<file path="src/hw/rtl/dam_pkg.sv">
package dam_pkg;

    localparam int MemWords  = 100;
    localparam int AddrW     = 7;
    localparam int WordW     = 32;
    localparam int QuoW      = 25;
    localparam int InDataW   = 40;
    localparam int OutDataW  = 80;
    localparam int FuncW     = 2;

    // x / 100 == (x * Recip100) >> RecipShift for every 32-bit unsigned x
    localparam logic [WordW-1:0] Recip100   = 32'h51EB851F;
    localparam int               RecipShift = 37;

    localparam int OpInput = 10;
    localparam int OpPrint = 11;
    localparam int OpLoad  = 20;
    localparam int OpStore = 21;
    localparam int OpAdd   = 30;
    localparam int OpSub   = 31;
    localparam int OpMul   = 32;
    localparam int OpDiv   = 33;
    localparam int OpJmp   = 40;
    localparam int OpJmpn  = 41;
    localparam int OpJmpz  = 42;
    // HALT is opcode -1: negative word with quotient magnitude one
    localparam int HaltMag = 1;

    typedef enum logic [FuncW-1:0] {
        FUNC_WRITE,
        FUNC_READ,
        FUNC_RESTART,
        FUNC_EXEC
    } t_func;

    typedef enum logic [3:0] {
        S_IDLE,
        S_DISPATCH,
        S_RDWAIT,
        S_FETCH,
        S_SCALE,
        S_REMAIN,
        S_OPREAD,
        S_EXEC,
        S_DIVWAIT,
        S_DONE
    } t_state;

    typedef struct packed {
        logic             we;
        logic [AddrW-1:0] waddr;
        logic [WordW-1:0] wdata;
        logic [AddrW-1:0] raddr;
    } t_mem_req;

endpackage

</file>
<file path="src/hw/rtl/dam_word_mem.sv">
module dam_word_mem (
    input  logic                       i_clk,
    input  logic                       i_rst_n,
    input  dam_pkg::t_mem_req          i_req,
    output logic [dam_pkg::WordW-1:0]  o_rdata
);
    import dam_pkg::*;

    logic [WordW-1:0] r_mem [MemWords];
    logic [MemWords-1:0] r_vld;
    logic [WordW-1:0] r_rdata;
    logic             r_rvld;

    always_ff @(posedge i_clk) begin
        if (i_req.we) begin
            r_mem[i_req.waddr] <= i_req.wdata;
        end
        r_rdata <= r_mem[i_req.raddr];
    end

    // never-written words read as zero
    always_ff @(posedge i_clk) begin
        if (!i_rst_n) begin
            r_vld  <= '0;
            r_rvld <= 1'b0;
        end else begin
            if (i_req.we) begin
                r_vld[i_req.waddr] <= 1'b1;
            end
            r_rvld <= r_vld[i_req.raddr];
        end
    end

    assign o_rdata = r_rvld ? r_rdata : '0;

endmodule

</file>
<file path="config.mk">
export PLATFORM = sky130hd
export DESIGN_NAME = dam_word_mem
export DESIGN_NICKNAME = d
export VERILOG_FILES = /design/src/hw/rtl/dam_pkg.sv /design/src/hw/rtl/dam_word_mem.sv
export SDC_FILE = /design/constraint.sdc
export NUM_CORES = 2
export LEC_CHECK = 0
export BUFFER_PORTS_ARGS = -buffer_cell sky130_fd_sc_hd__buf_2
export CAP_MARGIN = 20
export CORE_MARGIN = 5
export CORE_UTILIZATION = 51
export CTS_BUF_LIST = sky130_fd_sc_hd__clkbuf_8
export DETAILED_ROUTE_END_ITERATION = 6
export PLACE_DENSITY = 0.67
export SYNTH_ARGS = -nofsm -noshare
export SYNTH_HDL_FRONTEND = slang
export SYNTH_SLANG_ARGS = --single-unit
</file>
<file path="constraint.sdc">
create_clock -name i_clk -period 5.75 [get_ports i_clk]
set_clock_uncertainty 0.15 [all_clocks]
set_input_delay 1.4375 -clock i_clk [delete_from_list [all_inputs] [get_ports i_clk]]
set_output_delay 1.4375 -clock i_clk [all_outputs]
set_load 0.01 [all_outputs]
</file>
Word-level counts from Yosys, hierarchy flattened
Memories as Yosys holds them, arrays and structs flattened. A register that Yosys moved wholly into a read port is not among the register bits.
Index checks and enable logic that the tools add are counted.
{ "totals": {"n_memories": 1, "input_bits": 49, "reg_bits": 101, "output_inout_bits": 32, "elab_cells": 15, "mem_bits_rw": 3200} }
{ "memory_table": {"columns": ["memory", "words", "word_bits", "rd", "rd_ports_with_merged_regs", "write_ports", "line", "text"], "rows": [
  ["r_mem", 100, 32, 1, 1, 1, "dam_word_mem.sv:9", "logic [WordW-1:0] r_mem [MemWords];"]
]} }
{ "classes": {"mux": 7, "n_lt_le_gt_ge": 3, "bitwise_logic": 1, "reduce_logical": 1} }
{ "op_table": {"columns": ["cell", "n"], "rows": [
  ["$or A100 B100 Y100", 1],
  ["$mux W32", 1],
  ["$lt A7 B8 Y1 const B", 2],
  ["$bmux W1 S7", 1],
  ["$demux W1 S7", 1],
  ["$ge A7 B1 Y1 const B", 1],
  ["$mux W1", 4],
  ["$logic_and A1 B1 Y1", 1]
]} }

Longest topological paths before layout
{ "logic_depth": {"ltp_word": 5, "ltp_mapped": 13, "depth_no_buf": 6} }

Least setup slack after synthesis
OpenSTA, ideal clock, no wires.
{ "synth_path": {"kind": "input to register", "from": "input port i_req[41] (netlist bit)", "to": "memory r_mem[60][0], enable pin", "required_ns": 5.137, "path_slack_ns": 0.959, "t_arrival_ns": 4.178, "stages": 4, "cell_sequence": "and2_1 clkbuf_1 nand4_1 nor3_1"} }
{ "synth_lines": {"columns": ["element", "line", "text"], "rows": [
  ["from (decl)", "dam_word_mem.sv:4", "input dam_pkg::t_mem_req i_req,"],
  ["to (decl)", "dam_word_mem.sv:9", null]
]} }
No word-level cell before the write port.

Final worst setup path
{ "layout_path": {"from": "register r_rvld", "to": "output port o_rdata[7] (netlist bit)"} }
{ "layout_via": {"elab_chain_len": 1} }
{ "layout_rtl": {"columns": ["element", "line", "text"], "rows": [
  ["from (decl)", "dam_word_mem.sv:12", "logic r_rvld;"],
  ["from (signal assigned)", "dam_word_mem.sv:30", "r_rvld <= r_vld[i_req.raddr];"],
  ["$mux W32", "dam_word_mem.sv:34", "assign o_rdata = r_rvld ? r_rdata : '0;"],
  ["to (decl)", "dam_word_mem.sv:5", "output logic [dam_pkg::WordW-1:0] o_rdata"]
]} }
No other way between the ends.

==> metrics.txt <==
Comb pwr share=0.056; mapped cell area=127000 um^2; worst setup margin=1.37 ns; CP endpoint kind=primary output; Synth Area per Inst=22.3 um^2; # hold bufs at CTS=0; Slew HR=0.191; number of synthesized register bits=3333; wire per inst=36.4 um; first-pass GRT wire length=511000 um; Least-Margin Pin Slew=1.21 ns; Overall Global Routing Usage=0.283; Final Setup Violations=0; DP Wirelength=214000 um; max-cap viol count=0; crit-path leading delay family=flip-flops; P_leak=0.0462 uW; failing checks=design-rule violations; Tmin final=4.38 ns; clk_lat worst skew=1.10 ns; DR vias/cell=6.58; EDFF count, synth=3200; Worst-path clk slew=0.06 ns; sequential power share=0.552; Max Freq=228 MHz; Core Footprint=248000 um^2; biggest cell delay along the critical path=0.71 ns; fraction of registers with async set/reset=0; cell internal pwr=37500 uW; pwr dens=337 nW/um^2; RSZ-0062 raised after global routing=no; CTS resizes=0; min-delay worst type=reg2reg; grt peak-use layer=met2; crit start category=flip-flop; Initial DRC Count=10801; outcome=finished, violations left; slowest CP cell=dfxtp_2; Yosys Warn Count=0; area of the multi-input gates=27300 um^2; CTS Root Cell=clkbuf_8; Storage cell area=98800 um^2; Die ar.=259000 um^2; total negative setup slack=0 ns; Initial Util=0.512; met3 Usage GRT=0.0778; Buffers on Ports=80; Setup WS pre-CTS=0.597 ns; Syn Inst Count=5705; TritonCTS buffer count=556; Fill cells=17775; global route overflow=0; Final Hold Viols=0; Worst Path Required=4.16 ns; via count=66508; vias in the first global route=65477; Syn Nets=5754; Critical Path, Cell by Cell=buf_12, and2_1, buf_2; global routing met2 resource utilization=0.427; Ports=81; CTS tree=built; Die W=509 um; sw frac=0.227; fin crit share=0.762; Area Overhead vs Synth=13.1%; Crit path depth=3; worst hold path cell count=1; register area share after synthesis=0.777; worst vdd ir=251 uV; antenna violations before repair=32; remaining antenna violation count=0; postcts setup bufs=0; DRC Markers=7; chip height=509 um; nets=6413; 1st-pass router iterations=7; clock tree buffer depth=4; CP bufs+invs=2; Top FF cell, synth=edfxtp_1; final wirelength=368000 um; M1 GR Usage=0.406; FP Rows=183; largest net degree at the start of global routing=101; Pins Over Slew Limit=0; Sink Count=3333; Arr. time, crit path=2.79 ns; routability cong.=0.863; Synth cell types=61; share of cells above drive strength 1=0.299; cells on worst reg2reg path=5; WS Path Type=reg2out; htree depth=6; Critical Path Fanout Max=18; Net Switching=11000 uW; clock network power share=0.393
[stage by stage]
stage                     area (um^2)  hold WS (ns)  cells  total power [uW]  utilization
after detailed placement       134000         0.298   9133             29900        0.539
after global placement         134000         0.291   9125             29900        0.539
after CTS                      144000         0.311  10087             48700        0.579
after global routing           144000         0.322  10096             50000        0.579
after floorplan                127000         0.285   5705             28600            -
final                          144000         0.309  10104             48500        0.579
[flip-flops by register name (all words and copies together), names as in the netlist]
name     cells
r_rvld       1
r_rdata     32
r_vld      100
r_mem     3200
[power groups by stage]
stage                     Sequential, uW  Clock [uW]  Combinational, uW
final                              26800       19000               2690
after global routing               26800       20400               2780
after CTS                          26800       19200               2660
after detailed placement           27300           0               2660
after global placement             27300           0               2610
after floorplan                    27200           0               1320
[layout by cell type (no fill, tap or decap), types with 30 or more instances in the layout]
| cell | Yosys | routed |
|---|---|---|
| o22ai_1 | 40 | 40 |
| o21ai_0 | 43 | 43 |
| nor2_1 | 185 | 87 |
| nand2_1 | 136 | 136 |
| buf_4 | 44 | 316 |
| inv_1 | 6 | 197 |
| mux4_2 | 818 | 818 |
| and2_1 | 38 | 38 |
| edfxtp_1 | 3200 | 3200 |
| a21oi_1 | 75 | 75 |
| a221oi_1 | 30 | 30 |
| nor2b_1 | 35 | 32 |
| nor2_4 | 0 | 98 |
| o21a_1 | 100 | 100 |
| nand3_1 | 40 | 39 |
| clkbuf_8 | 0 | 582 |
| mux2i_1 | 191 | 191 |
| a22oi_1 | 63 | 63 |
| clkinv_2 | 0 | 39 |
| buf_12 | 0 | 49 |
| dfxtp_1 | 133 | 132 |
| clkinv_1 | 0 | 108 |
| buf_2 | 111 | 42 |
[metal layers]
layer  vias up  routed length, um
met5         -                 26
met4         4              13300
met3       699              47800
met2      4836             170000
met1     35402             137000
li1      25567                  -
[worst paths after layout]
path | start | endpoint | slack (ns)
min | r_vld[63] | r_vld[63] | 0.31
min reg2reg | r_vld[63] | r_vld[63] | 0.31
max | r_rvld | o_rdata[7] | 1.37
max reg2reg | r_mem[71][31] | r_rdata[31] | 2.81
[kinds of logic after synthesis]
| kind of cell | synth area share |
|---|---|
| buffers and inverters | 0.0149 |
| muxes | 0.161 |
| DFF | 0.777 |
| and+or+nand+nor | 0.0177 |
| AOI/OAI and AO/OA | 0.0296 |
[cell type report]
| cell class | instances | share of cell area |
|---|---|---|
| Antenna cell | 14 | 0.000244 |
| Clock buffer | 582 | 0.0557 |
| Clock inverter | 372 | 0.0129 |
| Inverter | 8 | 0.000278 |
| Multi-Input combinational cell | 2049 | 0.190 |
| Sequential cell | 3333 | 0.687 |
| Tap cell | 3330 | 0.0290 |
| Timing Repair Buffer | 416 | 0.0257 |
[cell usage after synthesis (45+ instances only)]
| master | count | share of area |
|---|---|---|
| a21oi_1 | 75 | 0.0030 |
| a22oi_1 | 63 | 0.0037 |
| buf_2 | 111 | 0.0044 |
| buf_6 | 45 | 0.0040 |
| clkbuf_1 | 91 | 0.0027 |
| dfxtp_1 | 133 | 0.021 |
| edfxtp_1 | 3200 | 0.76 |
| mux2i_1 | 191 | 0.015 |
| mux4_2 | 818 | 0.14 |
| nand2_1 | 136 | 0.0040 |
| nor2_1 | 185 | 0.0055 |
| o21a_1 | 100 | 0.0059 |
(Power assumes the default switching activity.)
