[config.mk]
export PLATFORM = sky130hd
export DESIGN_NAME = dam_div_unit
export DESIGN_NICKNAME = d
export VERILOG_FILES = /design/src/hw/rtl/dam_pkg.sv /design/src/hw/rtl/dam_div_unit.sv
export SDC_FILE = /design/constraint.sdc
export NUM_CORES = 1
export LEC_CHECK = 0
export BUFFER_PORTS_ARGS = -buffer_cell sky130_fd_sc_hd__buf_2
export CORE_MARGIN = 8
export CORE_UTILIZATION = 45
export CTS_BUF_LIST = sky130_fd_sc_hd__clkbuf_4
export CTS_CLUSTER_SIZE = 28
export DETAILED_ROUTE_END_ITERATION = 16
export HOLD_SLACK_MARGIN = 0.12
export PLACE_DENSITY = 0.69
export SETUP_SLACK_MARGIN = 0.2
export SYNTH_ARGS = -nofsm -noshare
export SYNTH_HDL_FRONTEND = slang
export SYNTH_SLANG_ARGS = --single-unit
[constraint.sdc]
create_clock -name i_clk -period 4.6 [get_ports i_clk]
set_input_delay 0.92 -clock i_clk [delete_from_list [all_inputs] [get_ports i_clk]]
set_output_delay 0.92 -clock i_clk [all_outputs]
set_load 0.005 [all_outputs]
[src/hw/rtl/dam_pkg.sv]
package dam_pkg;

    localparam int MemWords  = 100;
    localparam int AddrW     = 7;
    localparam int WordW     = 32;
    localparam int QuoW      = 25;
    localparam int InDataW   = 40;
    localparam int OutDataW  = 80;
    localparam int FuncW     = 2;

    // x / 100 == (x * Recip100) >> RecipShift for every 32-bit unsigned x
    localparam logic [WordW-1:0] Recip100   = 32'h51EB851F;
    localparam int               RecipShift = 37;

    localparam int OpInput = 10;
    localparam int OpPrint = 11;
    localparam int OpLoad  = 20;
    localparam int OpStore = 21;
    localparam int OpAdd   = 30;
    localparam int OpSub   = 31;
    localparam int OpMul   = 32;
    localparam int OpDiv   = 33;
    localparam int OpJmp   = 40;
    localparam int OpJmpn  = 41;
    localparam int OpJmpz  = 42;
    // HALT is opcode -1: negative word with quotient magnitude one
    localparam int HaltMag = 1;

    typedef enum logic [FuncW-1:0] {
        FUNC_WRITE,
        FUNC_READ,
        FUNC_RESTART,
        FUNC_EXEC
    } t_func;

    typedef enum logic [3:0] {
        S_IDLE,
        S_DISPATCH,
        S_RDWAIT,
        S_FETCH,
        S_SCALE,
        S_REMAIN,
        S_OPREAD,
        S_EXEC,
        S_DIVWAIT,
        S_DONE
    } t_state;

    typedef struct packed {
        logic             we;
        logic [AddrW-1:0] waddr;
        logic [WordW-1:0] wdata;
        logic [AddrW-1:0] raddr;
    } t_mem_req;

endpackage

[src/hw/rtl/dam_div_unit.sv]
module dam_div_unit (
    input  logic                       i_clk,
    input  logic                       i_rst_n,
    input  logic                       i_start,
    input  logic [dam_pkg::WordW-1:0]  i_dividend,
    input  logic [dam_pkg::WordW-1:0]  i_divisor,
    output logic                       o_done,
    output logic [dam_pkg::WordW-1:0]  o_quotient
);
    import dam_pkg::*;

    localparam int CntW = $clog2(WordW);

    logic            r_busy;
    logic            r_done;
    logic [CntW-1:0] r_cnt;
    logic [WordW-1:0] r_rem;
    logic [WordW-1:0] r_quo;
    logic [WordW-1:0] r_dvsr;
    logic            r_neg;

    logic [WordW:0]   w_shift;
    logic [WordW:0]   w_diff;
    logic             w_fits;
    logic [WordW-1:0] w_abs_a;
    logic [WordW-1:0] w_abs_b;

    assign w_shift = {r_rem, r_quo[WordW-1]};
    assign w_diff  = w_shift - {1'b0, r_dvsr};
    assign w_fits  = !w_diff[WordW];
    assign w_abs_a = i_dividend[WordW-1] ? -i_dividend : i_dividend;
    assign w_abs_b = i_divisor[WordW-1] ? -i_divisor : i_divisor;

    // restoring division on magnitudes, one quotient bit per cycle
    always_ff @(posedge i_clk) begin
        if (!i_rst_n) begin
            r_busy <= 1'b0;
            r_done <= 1'b0;
        end else begin
            r_done <= 1'b0;
            if (i_start) begin
                r_busy <= 1'b1;
                r_cnt  <= '0;
                r_rem  <= '0;
                r_quo  <= w_abs_a;
                r_dvsr <= w_abs_b;
                r_neg  <= i_dividend[WordW-1] ^ i_divisor[WordW-1];
            end else if (r_busy) begin
                r_rem <= w_fits ? w_diff[WordW-1:0] : w_shift[WordW-1:0];
                r_quo <= {r_quo[WordW-2:0], w_fits};
                r_cnt <= r_cnt + CntW'(1);
                if (r_cnt == CntW'(WordW - 1)) begin
                    r_busy <= 1'b0;
                    r_done <= 1'b1;
                end
            end
        end
    end

    assign o_done     = r_done;
    assign o_quotient = r_neg ? -r_quo : r_quo;

endmodule

## Yosys cells after proc, flatten, opt, wreduce, memory -nomap -nowiden

Index checks and enable logic that the tools add are counted.

| storage, ports and cells | value |
|---|---|
| bits in registers | 104 |
| bits of input ports | 67 |
| output and inout port bits | 33 |
| word-level logic and storage cells | 34 |

| operators by class | value |
|---|---|
| add/sub/neg operators | 5 |
| eq/ne operators | 1 |
| mux-type cells | 12 |
| bitwise operators | 3 |
| reductions and logical operators | 5 |

Operators with widths:

| kind | count |
|---|---|
| 2-to-1 mux 32 bit | 6 |
| negation 32 bit | 3 |
| subtractor 33 x 32 -> 33 bit | 1 |
| 2-to-1 mux 31 bit | 1 |
| adder 5 x 1 -> 5 bit (second input constant) | 1 |
| == test 5 bit (second input constant) | 1 |
| 2-to-1 mux 5 bit | 1 |
| 2-to-1 mux 1 bit | 4 |
| AND reduction 2 bit | 2 |
| OR reduction 3 bit | 1 |
| inverter 1 bit | 2 |
| nonzero test 2 bit | 1 |
| logical NOT 1 bit | 1 |
| XOR 1 bit | 1 |

## Logic depth before layout (Yosys ltp)

Gate-level depths: netlist of the first run.

| depth | value |
|---|---|
| depth after elaboration | 4 |
| depth in mapped cells | 12 |

## Least setup slack after synthesis of the first run

OpenSTA, ideal clock, no wires.

| path | value |
|---|---|
| path kind | input-to-reg |
| start | input port i_start |
| end | register r_cnt[0] (enable) |
| library setup time | 433 ps |
| data arrival time | 3054 ps |
| setup slack | 1113 ps |
| stages on the path | 3 |
| path buffers | 2 |
| cell sequence | clkbuf_1 > clkbuf_1 > o21a_1 |

| between the ends | value |
|---|---|
| longest elaborated chain between the ends | 2 |

Ends and longest elaborated chain:

| item | RTL line | text |
|---|---|---|
| start, declared | dam_div_unit.sv:4 | `input logic i_start,` |
| nonzero test 2 bit (no line) | n/a |  |
| AND reduction 2 bit (no line) | n/a |  |
| end signal, assigned | dam_div_unit.sv:51 | `r_cnt <= r_cnt + CntW'(1);` |
| end, declared | dam_div_unit.sv:16 | `logic [CntW-1:0] r_cnt;` |

Every way passes these cells.
A chain may end at the register's enable or synchronous reset.

## Final worst setup path of the first run

| path | value |
|---|---|
| start | register r_quo[10] |
| end | output port o_quotient[31] (netlist bit) |

| between the ends | value |
|---|---|
| longest elaborated chain between the ends | 2 |

Ends and longest elaborated chain:

| item | RTL line | text |
|---|---|---|
| start, declared | dam_div_unit.sv:18 | `logic [WordW-1:0] r_quo;` |
| start signal, assigned | dam_div_unit.sv:45 | `r_quo <= w_abs_a;` |
| start signal, assigned | dam_div_unit.sv:50 | `r_quo <= {r_quo[WordW-2:0], w_fits};` |
| negation 32 bit | dam_div_unit.sv:61 | `assign o_quotient = r_neg ? -r_quo : r_quo;` |
| 2-to-1 mux 32 bit | dam_div_unit.sv:61 |  |
| end, declared | dam_div_unit.sv:8 | `output logic [dam_pkg::WordW-1:0] o_quotient` |

Every way passes these cells.

==> run summary, run 1 <==
Outcome = completed
Cell Area, Synth = 8190 um^2
Crit-path max FO = 3
Hpwl dp = 15130 um
Cell repeated most along the worst path = or4_1
Congestion Overflow GR = 0
Leak pwr = 3.477 nW
Global-route wire length before repair = 31140 um
DR pass1 iterations = 5
Largest cells by area after synthesis = edfxtp_1, xnor2_1, ha_1
HP Start = r_busy
Initial Util = 45.75%
Cell count after placement = 1179
Worst min path class = flip-flop to flip-flop
Top cell type by total area after synthesis = edfxtp_1
Post-CTS setup buffers = 0
CTS max path bufs = 2
WHS Endpoint = o_done
Core area = 17900 um^2
R2R Setup Slk = 0.84 ns
Slowest cell delay on critical path = 0.57 ns
PD cells = 318.2 nW/um^2
Ant diodes = 0
Pint = 0.001779 W
Max Clk Rate = 242.0 MHz
RSZ-0062 raised after global routing = no
Hold Path Stages = 1
Clock power frac = 16.7%
Gpl congestion = 0.8836
CP required = 3.68 ns
Fin nets = 1066
Endpoints failing setup = 0
Total CTS buffers = 9
CP Launch Type = flip-flop
Netlist cell types = 73
Register area share after synthesis = 37.89%
Hold-fix buffers, CTS = 0
Synth Flop Type = edfxtp_1
Die W = 150.9 um
Number of synthesized flops with an enable pin = 102
FP Rows = 49
Most numerous cell in the Yosys netlist = edfxtp_1
Yosys top cell area share = 37.40%
Initial DRC count = 437
Critical-path top delay cell = or4_1
Async SR Flop Fraction = 0%
Critical Path Sink Type = primary output
Worst vdd ir = 138.6 uV
Worst hold slack = 0.5309 ns
Layout cells sized above 1 = 17.39%
Initial antenna violation count = 0
Final setup TNS = 0 ns
Reg-to-reg critical path endpoint = r_rem[22]
Synth top cells by count = edfxtp_1, a21oi_1, xnor2_1
Sequential Area = 3103 um^2
Logic pwr share = 39.6%
IO Port Bufs = 99
Multi-input gate area = 4725 um^2
Reg clk slew, reported paths = 0.18 ns
Fin crit period = 4.132 ns
Critical path data arrival time = 3.21 ns
Number of vias per cell = 5.671
Reg2reg path depth = 10
P_sw = 0.001088 W
Die Y = 150.9 um
Least-Margin Pin Slew = 1.062 ns
Post-layout util = 50.34%
Post-cts resize count = 0
Detailed Route WL = 19530 um
Max-slew violation count = 0
Num ports = 100
Crit path buf inv count = 2
Final Hold Violating Endpoints = 0
Root buffer cell = clkbuf_4
Yosys reg bits = 104
Final clock period utilization by the worst path = 89.83%
CTS Sinks = 104
Slew headroom = 29.13%
Largest net degree at the start of global routing = 95
Max-cap viol count = 0
Syn avg cell area = 9.276 um^2
Sequential fraction of design power = 43.7%
DIE AREA = 22770 um^2
Vias after detailed routing = 6777
Yosys warns = 0
Vias in the first global route = 6289
# DRC = 0
Drt wl/cell = 16.34 um
Fin cells = 1195
Syn_nets = 988
Fill cell count = 1727
Layout area overhead = 10.02%
Syn Inst Count = 883
Worst-Skew Late Latency = 0.50 ns
Critical-path cell list = or4_1, or2_1, or4_1, inv_1, nand3_1, o31ai_1, xnor2_1, buf_2
H-tree depth = 3
CTS tree = built
GRT Total Usage = 17.05%
Cell family with most CP delay = simple AND/OR/NAND/NOR gates
Switching Fraction = 37.95%
Final ANT Viol Nets = 0
WS Path Type = flip-flop to primary output
Setup Skew = 0.02990 ns
Worst r2r src = r_rem[8]
## power groups by stage
stage	logic (W)	registers, W	clock network (W)
after floorplan	0.000843	0.00124	0
after global placement	0.00112	0.00127	0
after detailed placement	0.00113	0.00127	0
after CTS	0.00113	0.00125	0.000495
after global routing	0.00126	0.00126	0.000522
final	0.00113	0.00125	0.000479
## stage by stage
| step | setup slack, ns | instance area (um^2) | total power, W |
|---|---|---|---|
| floorplan | 1.113 | 8190 | 0.002080 |
| global placement | 1.001 | 8872 | 0.002389 |
| detailed placement | 1.012 | 8872 | 0.002396 |
| CTS | 0.4297 | 9011 | 0.002875 |
| global route | 0.2797 | 9011 | 0.003046 |
| finish | 0.4676 | 9011 | 0.002867 |
## flip-flops by register name, indices dropped and copies added (netlist names)
| signal | flops |
|---|---|
| r_dvsr | 32 |
| r_busy | 1 |
| r_cnt | 5 |
| r_quo | 32 |
| r_neg | 1 |
| r_rem | 32 |
| o_done | 1 |
## cells in the final DEF, fill, tap and decap left out, drive strengths merged, types with 16 or more instances in the layout
cell and instances:
nand3 16, nor4 17, xor2 37, inv 54
ha 37, xnor2 76, a21oi 86, o31ai 32
nand2 64, o21ai 55, edfxtp 102, nor2 64
buf 109, nand4 18, or3 16
## cells by family (layout without fill, tap and decap cells)
logic type	Yosys count	after routing	share of synthesized area, %
AOI/OAI and AO/OA	260	260	20.93
xor gates and xnor gates	113	113	12.08
adders and majority gates	38	38	5.897
buffers and inverters	92	175	4.445
DFF	104	104	37.89
muxes	13	13	1.680
and+or+nand+nor	263	263	17.08
## worst max-delay path by stage
stage,startpoint,end,slack [ns],cells past startpoint
floorplan,i_start,r_cnt[0],1.11,3
global placement,r_rem[8],r_rem[22],1.00,10
detailed placement,r_quo[31],r_rem[22],1.01,12
CTS,r_quo[9],o_quotient[31],0.43,8
global route,r_quo[5],o_quotient[31],0.28,9
finish,r_quo[10],o_quotient[31],0.47,8
## cell type report
type	instances	area share, %
Clock buffer	9	0.7498
Clock inverter	7	0.7914
Sequential cell	104	34.43
Tap cell	229	3.180
Inverter	50	2.083
Timing Repair Buffer	109	6.332
Multi-Input combinational cell	687	52.43
## metal layers
| layer | GRT usage (%) | wire length [um] | vias to the layer above |
|---|---|---|---|
| met4 | 4.503 | 198 | 0 |
| met1 | 24.00 | 9146 | 3098 |
| met2 | 26.74 | 8613 | 233 |
| li1 | - | - | 3432 |
| met5 | 0 | 0 | - |
| met3 | 2.659 | 1573 | 14 |
No activity file was read; power rests on OpenSTA's default activity.
==> run 2: changes to the inputs <==
--- a/config.mk
+++ b/config.mk
@@ -8,7 +8,7 @@
 export BUFFER_PORTS_ARGS = -buffer_cell sky130_fd_sc_hd__buf_2
 export CORE_MARGIN = 8
 export CORE_UTILIZATION = 45
-export CTS_BUF_LIST = sky130_fd_sc_hd__clkbuf_4
+export CTS_BUF_LIST = sky130_fd_sc_hd__clkbuf_16
 export CTS_CLUSTER_SIZE = 28
 export DETAILED_ROUTE_END_ITERATION = 16
 export HOLD_SLACK_MARGIN = 0.12
==> run 2 against run 1 <==
- power up 10%
- combinational power hardly changed
- final cell count did not move
- critical path type unchanged
==> run summary, run 2 (synthesized netlist as in run 1, its figures left out) <==
IO Port Bufs = 99 (unchanged)
Crit-path max FO = 3 (unchanged)
H-tree depth = 3 (unchanged)
Global-route wire length before repair = 31170 um (+0.11%)
Multi-input gate area = 4725 um^2 (unchanged)
Max Clk Rate = 252.0 MHz (+4.1%)
Total CTS buffers = 9 (unchanged)
Max-slew violation count = 0 (unchanged)
Worst-Skew Late Latency = 0.35 ns (-0.15 ns)
Post-cts resize count = 0 (unchanged)
Largest net degree at the start of global routing = 95 (unchanged)
Final setup TNS = 0 ns (unchanged)
Fill cell count = 1705 (-1.3%)
Design Area, Final = 9169 um^2 (+1.7%)
Critical path data arrival time = 3.05 ns (-0.16 ns)
Outcome = completed
# DRC = 0 (unchanged)
Drt wl/cell = 16.40 um (+0.37%)
Most common cell after layout, fill and taps aside = edfxtp_1
Root buffer cell = clkbuf_16
Fin crit period = 3.968 ns (-0.1640 ns)
CTS max path bufs = 2 (unchanged)
Number of vias per cell = 5.663 (-0.15%)
Least-Margin Pin Slew = 1.094 ns (+0.03230 ns)
Slew headroom = 26.98% (-2.2 points)
Congestion Overflow GR = 0 (unchanged)
Worst hold slack = 0.5216 ns (-0.009333 ns)
FP Rows = 49 (unchanged)
Layout area overhead = 11.95%
CP Launch Type = flip-flop
CP required = 3.68 ns (about the same)
Die Y = 150.9 um (unchanged)
Regs by FF count = r_dvsr x32, r_quo x32, r_rem x32
Gpl congestion = 0.8836 (unchanged)
CTS Sinks = 104 (unchanged)
Endpoints failing setup = 0 (unchanged)
Final clock period utilization by the worst path = 86.27% (-3.6 points)
Fin nets = 1066 (unchanged)
Detailed Route WL = 19600 um (+0.37%)
WS Path Type = flip-flop to primary output
Post-CTS setup buffers = 0 (unchanged)
DIE AREA = 22770 um^2 (unchanged)
Initial DRC count = 494 (+13%)
Setup Skew = 0.01290 ns (-0.01699 ns)
RSZ-0062 raised after global routing = no
Hold-fix buffers, CTS = 0 (unchanged)
Leak pwr = 3.546 nW (+2.0%)
CTS tree = built
Sequential Area = 3103 um^2 (unchanged)
Tot Pwr = 0.003158 W (+10%)
Worst vdd ir = 192.8 uV (+39%)
GRT Total Usage = 17.04% (about the same)
Commonest non-fill, non-tap cells in the layout = edfxtp_1, buf_2, a21oi_1
Num ports = 100 (unchanged)
Max-cap viol count = 0 (unchanged)
Critical Path Sink Type = primary output
Worst min path class = flip-flop to flip-flop
Final Hold Violating Endpoints = 0 (unchanged)
PD cells = 344.4 nW/um^2 (+8.2%)
Ant diodes = 0 (unchanged)
Hpwl dp = 15130 um (unchanged)
DR pass1 iterations = 5 (unchanged)
Vias in the first global route = 6277 (-0.19%)
Reg clk slew, reported paths = 0.08 ns (-0.10 ns)
Core area = 17900 um^2 (unchanged)
Initial Util = 45.75% (unchanged)
Final ANT Viol Nets = 0 (unchanged)
Die W = 150.9 um (unchanged)
Placed cell area = 8872 um^2 (unchanged)
Post-layout util = 51.22% (+0.88 points)
Layout cells sized above 1 = 17.39% (unchanged)
Initial antenna violation count = 0 (unchanged)
Vias after detailed routing = 6767 (-0.15%)
-- run 2: cell counts in the layout (fill, tap and decap cells not counted) --
No cell type changed its count.
-- run 2: layer usage --
metal / up-vias / global-route usage [%] / part of all wire [%]
met5: - / 0 / 0
met4: 0 / 4.057 / 0.85
met3: 10 / 2.749 / 7.8
met2: 219 / 26.79 / 44
met1: 3104 / 24.04 / 47
li1: 3434 / - / -
-- run 2: per-stage QoR --
step | setup WS [ns] | instances
global placement | 1.001 | 1179
global route | 0.4643 | 1195
finish | 0.6316 | 1195
CTS | 0.6161 | 1195
detailed placement | 1.012 | 1179
floorplan | 1.113 | 883
-- run 2: worst max-delay path, cell delays in order (launching register included) --
cell and delay, ns:
edfxtp_1 0.44, or4_1 0.57, or2_1 0.28, or4_1 0.47
inv_1 0.11, nand3_1 0.14, o31ai_1 0.38, xnor2_1 0.18
buf_2 0.14
-- run 2: area by class of cell --
| type | count | share of cell area, % |
|---|---|---|
| timing repair buffer | 109 | 6.223 |
| clock inverter | 7 | 0.7778 |
| clock buffer | 9 | 2.456 |
| sequential | 104 | 33.84 |
| multi-input combinational | 687 | 51.53 |
| tap | 229 | 3.125 |
| inverter | 50 | 2.047 |
-- run 2: path summary, 6_finish.rpt --
check / to / slack (ns) / from / cells past startpoint
max: o_quotient[31] / 0.63 / r_quo[10] / 8
min: o_done / 0.52 / r_busy / 1
max reg2reg: r_rem[22] / 0.88 / r_rem[8] / 10
min reg2reg: o_done / 0.52 / r_busy / 1
-- run 2: power by group --
group	total [W]	internal [W]	switching (W)
logic	0.00113	0.000477	0.000657
clock network	0.000769	0.000384	0.000384
registers	0.00126	0.00118	0.0000800
==> run 3: changes to the inputs <==
==> constraint.sdc (replaced) <==
create_clock -name i_clk -period 3.9 [get_ports i_clk]
set_input_delay 0.78 -clock i_clk [delete_from_list [all_inputs] [get_ports i_clk]]
set_output_delay 0.78 -clock i_clk [all_outputs]
set_load 0.005 [all_outputs]
==> run 3 against run 2 <==
- critical path depth unchanged
- final cell count rose by 1.0%
- worst setup slack lost 0.33 ns
- non-clock buffer count rose by 12
- die area is the same
- combinational power rose by 21%
- utilization up 1.0 points
- sequential power is 17% higher
- worst hold slack better by 0.0057 ns
- largest power group unchanged
==> run summary, run 3 (synthesized netlist as in run 1, its figures left out) <==
Outcome = completed
Layout cells sized above 1 = 19.63% (+2.2 points)
Die W = 150.9 um (unchanged)
Worst min path class = flip-flop to flip-flop
H-tree depth = 3 (unchanged)
Initial antenna violation count = 0 (unchanged)
Final Hold Violating Endpoints = 0 (unchanged)
Largest net degree at the start of global routing = 81 (-15%)
CTS max path bufs = 2 (unchanged)
Least-Margin Pin Slew = 1.037 ns (-0.05707 ns)
Max-slew violation count = 0 (unchanged)
Detailed Route WL = 20170 um (+2.9%)
Vias after detailed routing = 6868 (+1.5%)
Root buffer cell = clkbuf_16
Reg clk slew, reported paths = 0.07 ns (about the same)
Slowest cell delay on critical path = 0.56 ns (about the same)
Die Y = 150.9 um (unchanged)
Total CTS buffers = 9 (unchanged)
DR pass1 iterations = 5 (unchanged)
Crit path buf inv count = 2 (unchanged)
Final ANT Viol Nets = 0 (unchanged)
Critical Path Sink Type = primary output
Critical-path cell list = or4_4, or2_1, or4_4, inv_2, nand3_4, o31ai_4, xnor2_2, buf_2
Critical-path top delay cell = or4_4
Max-cap viol count = 0 (unchanged)
Gpl congestion = 0.8878 (+0.48%)
Final setup TNS = 0 ns (unchanged)
Cell family with most CP delay = simple AND/OR/NAND/NOR gates
Core area = 17900 um^2 (unchanged)
Regs by FF count = r_dvsr x32, r_quo x32, r_rem x32
CP Launch Type = flip-flop
Endpoints failing setup = 0 (unchanged)
WS Path Type = flip-flop to primary output
FP Rows = 49 (unchanged)
Fin crit period = 3.598 ns
Hpwl dp = 15140 um (+0.11%)
Critical path data arrival time = 2.82 ns (-0.23 ns)
Slew headroom = 30.86% (+3.9 points)
CTS Sinks = 104 (unchanged)
Fin cells = 1207 (+1.0%)
Initial Util = 45.75% (unchanged)
Layout area overhead = 14.21%
Most common cell after layout, fill and taps aside = edfxtp_1
Commonest non-fill, non-tap cells in the layout = edfxtp_1, buf_2, a21oi_1
DIE AREA = 22770 um^2 (unchanged)
Drt wl/cell = 16.71 um (+1.9%)
CTS tree = built
# DRC = 0 (unchanged)
Worst vdd ir = 314.0 uV (+63%)
Fin nets = 1078 (+1.1%)
RSZ-0062 raised after global routing = yes
Initial DRC count = 560 (+13%)
Leak pwr = 3.616 nW (+2.0%)
Global-route wire length before repair = 32220 um (+3.3%)
Ant diodes = 0 (unchanged)
Worst-Skew Late Latency = 0.35 ns (about the same)
Cell repeated most along the worst path = or4_4
IO Port Bufs = 99 (unchanged)
Crit-path max FO = 3 (unchanged)
GRT Total Usage = 17.63% (+0.59 points)
Number of vias per cell = 5.690 (+0.48%)
Congestion Overflow GR = 0 (unchanged)
PD cells = 398.3 nW/um^2 (+16%)
Vias in the first global route = 6395 (+1.9%)
Hold-fix buffers, CTS = 0 (unchanged)
Cell count after placement = 1183 (+0.34%)
Num ports = 100 (unchanged)
Max Clk Rate = 277.9 MHz
CP required = 3.12 ns (-0.56 ns)
Final clock period utilization by the worst path = 92.26%
Setup Skew = 0.007656 ns (-0.005248 ns)
## run 3: worst register-to-register path, delay by kind of cell, from the launching register on
family / cells / cell delay (ns)
and+or+nand+nor: 2 / 0.31
adders and majority gates: 2 / 0.60
AOI/OAI and AO/OA: 6 / 1.55
buffers and inverters: 2 / 0.27
DFF: 1 / 0.43
## run 3: power breakdown
part	switching (W)	internal, W	leakage (nW)
registers	0.0000977	0.00139	0.989
clock network	0.000434	0.000435	0.129
logic	0.000793	0.000581	2.50
## run 3: stage by stage
stage	area [um^2]	hold slack [ns]	setup slack (ns)	util (%)	power, W
after floorplan	8190	0.4904	0.5531	-	0.002453
after global placement	8915	0.5150	0.4428	49.80	0.002817
after detailed placement	8915	0.5243	0.3563	49.80	0.002838
after CTS	9239	0.5300	0.2047	51.61	0.003710
after global routing	9354	0.5520	0.1640	52.25	0.003948
final	9354	0.5272	0.3018	52.25	0.003726
## run 3: final timing paths
kind / startpoint / to / slack (ns) / cells past startpoint
worst min register to register: r_busy / o_done / 0.53 / 1
worst min-delay path: r_busy / o_done / 0.53 / 1
worst max-delay path: r_quo[10] / o_quotient[31] / 0.30 / 8
worst max register to register: r_quo[31] / r_rem[2] / 0.47 / 12
## run 3: cell type report
| cell class | count | area, um^2 |
|---|---|---|
| clock buffer | 9 | 225.2 |
| clock inverter | 7 | 45.04 |
| tap | 229 | 286.5 |
| inverter | 50 | 187.7 |
| multi-input combinational | 687 | 4833 |
| timing repair buffer | 121 | 673.1 |
| sequential | 104 | 3103 |
| fill | 1677 | 8548 |
## run 3: layer usage
metal	vias up	track usage, %	part of all wire (%)
li1	3452	-	-
met1	3174	25.81	49
met2	228	26.54	43
met3	14	2.540	7.3
met4	0	4.750	1.1
met5	-	0	0
## run 3: timing repair
action	CTS	global route
pin swaps	1	3
setup endpoints to repair	2	21
resized for setup	6	14
buffers inserted	3	5
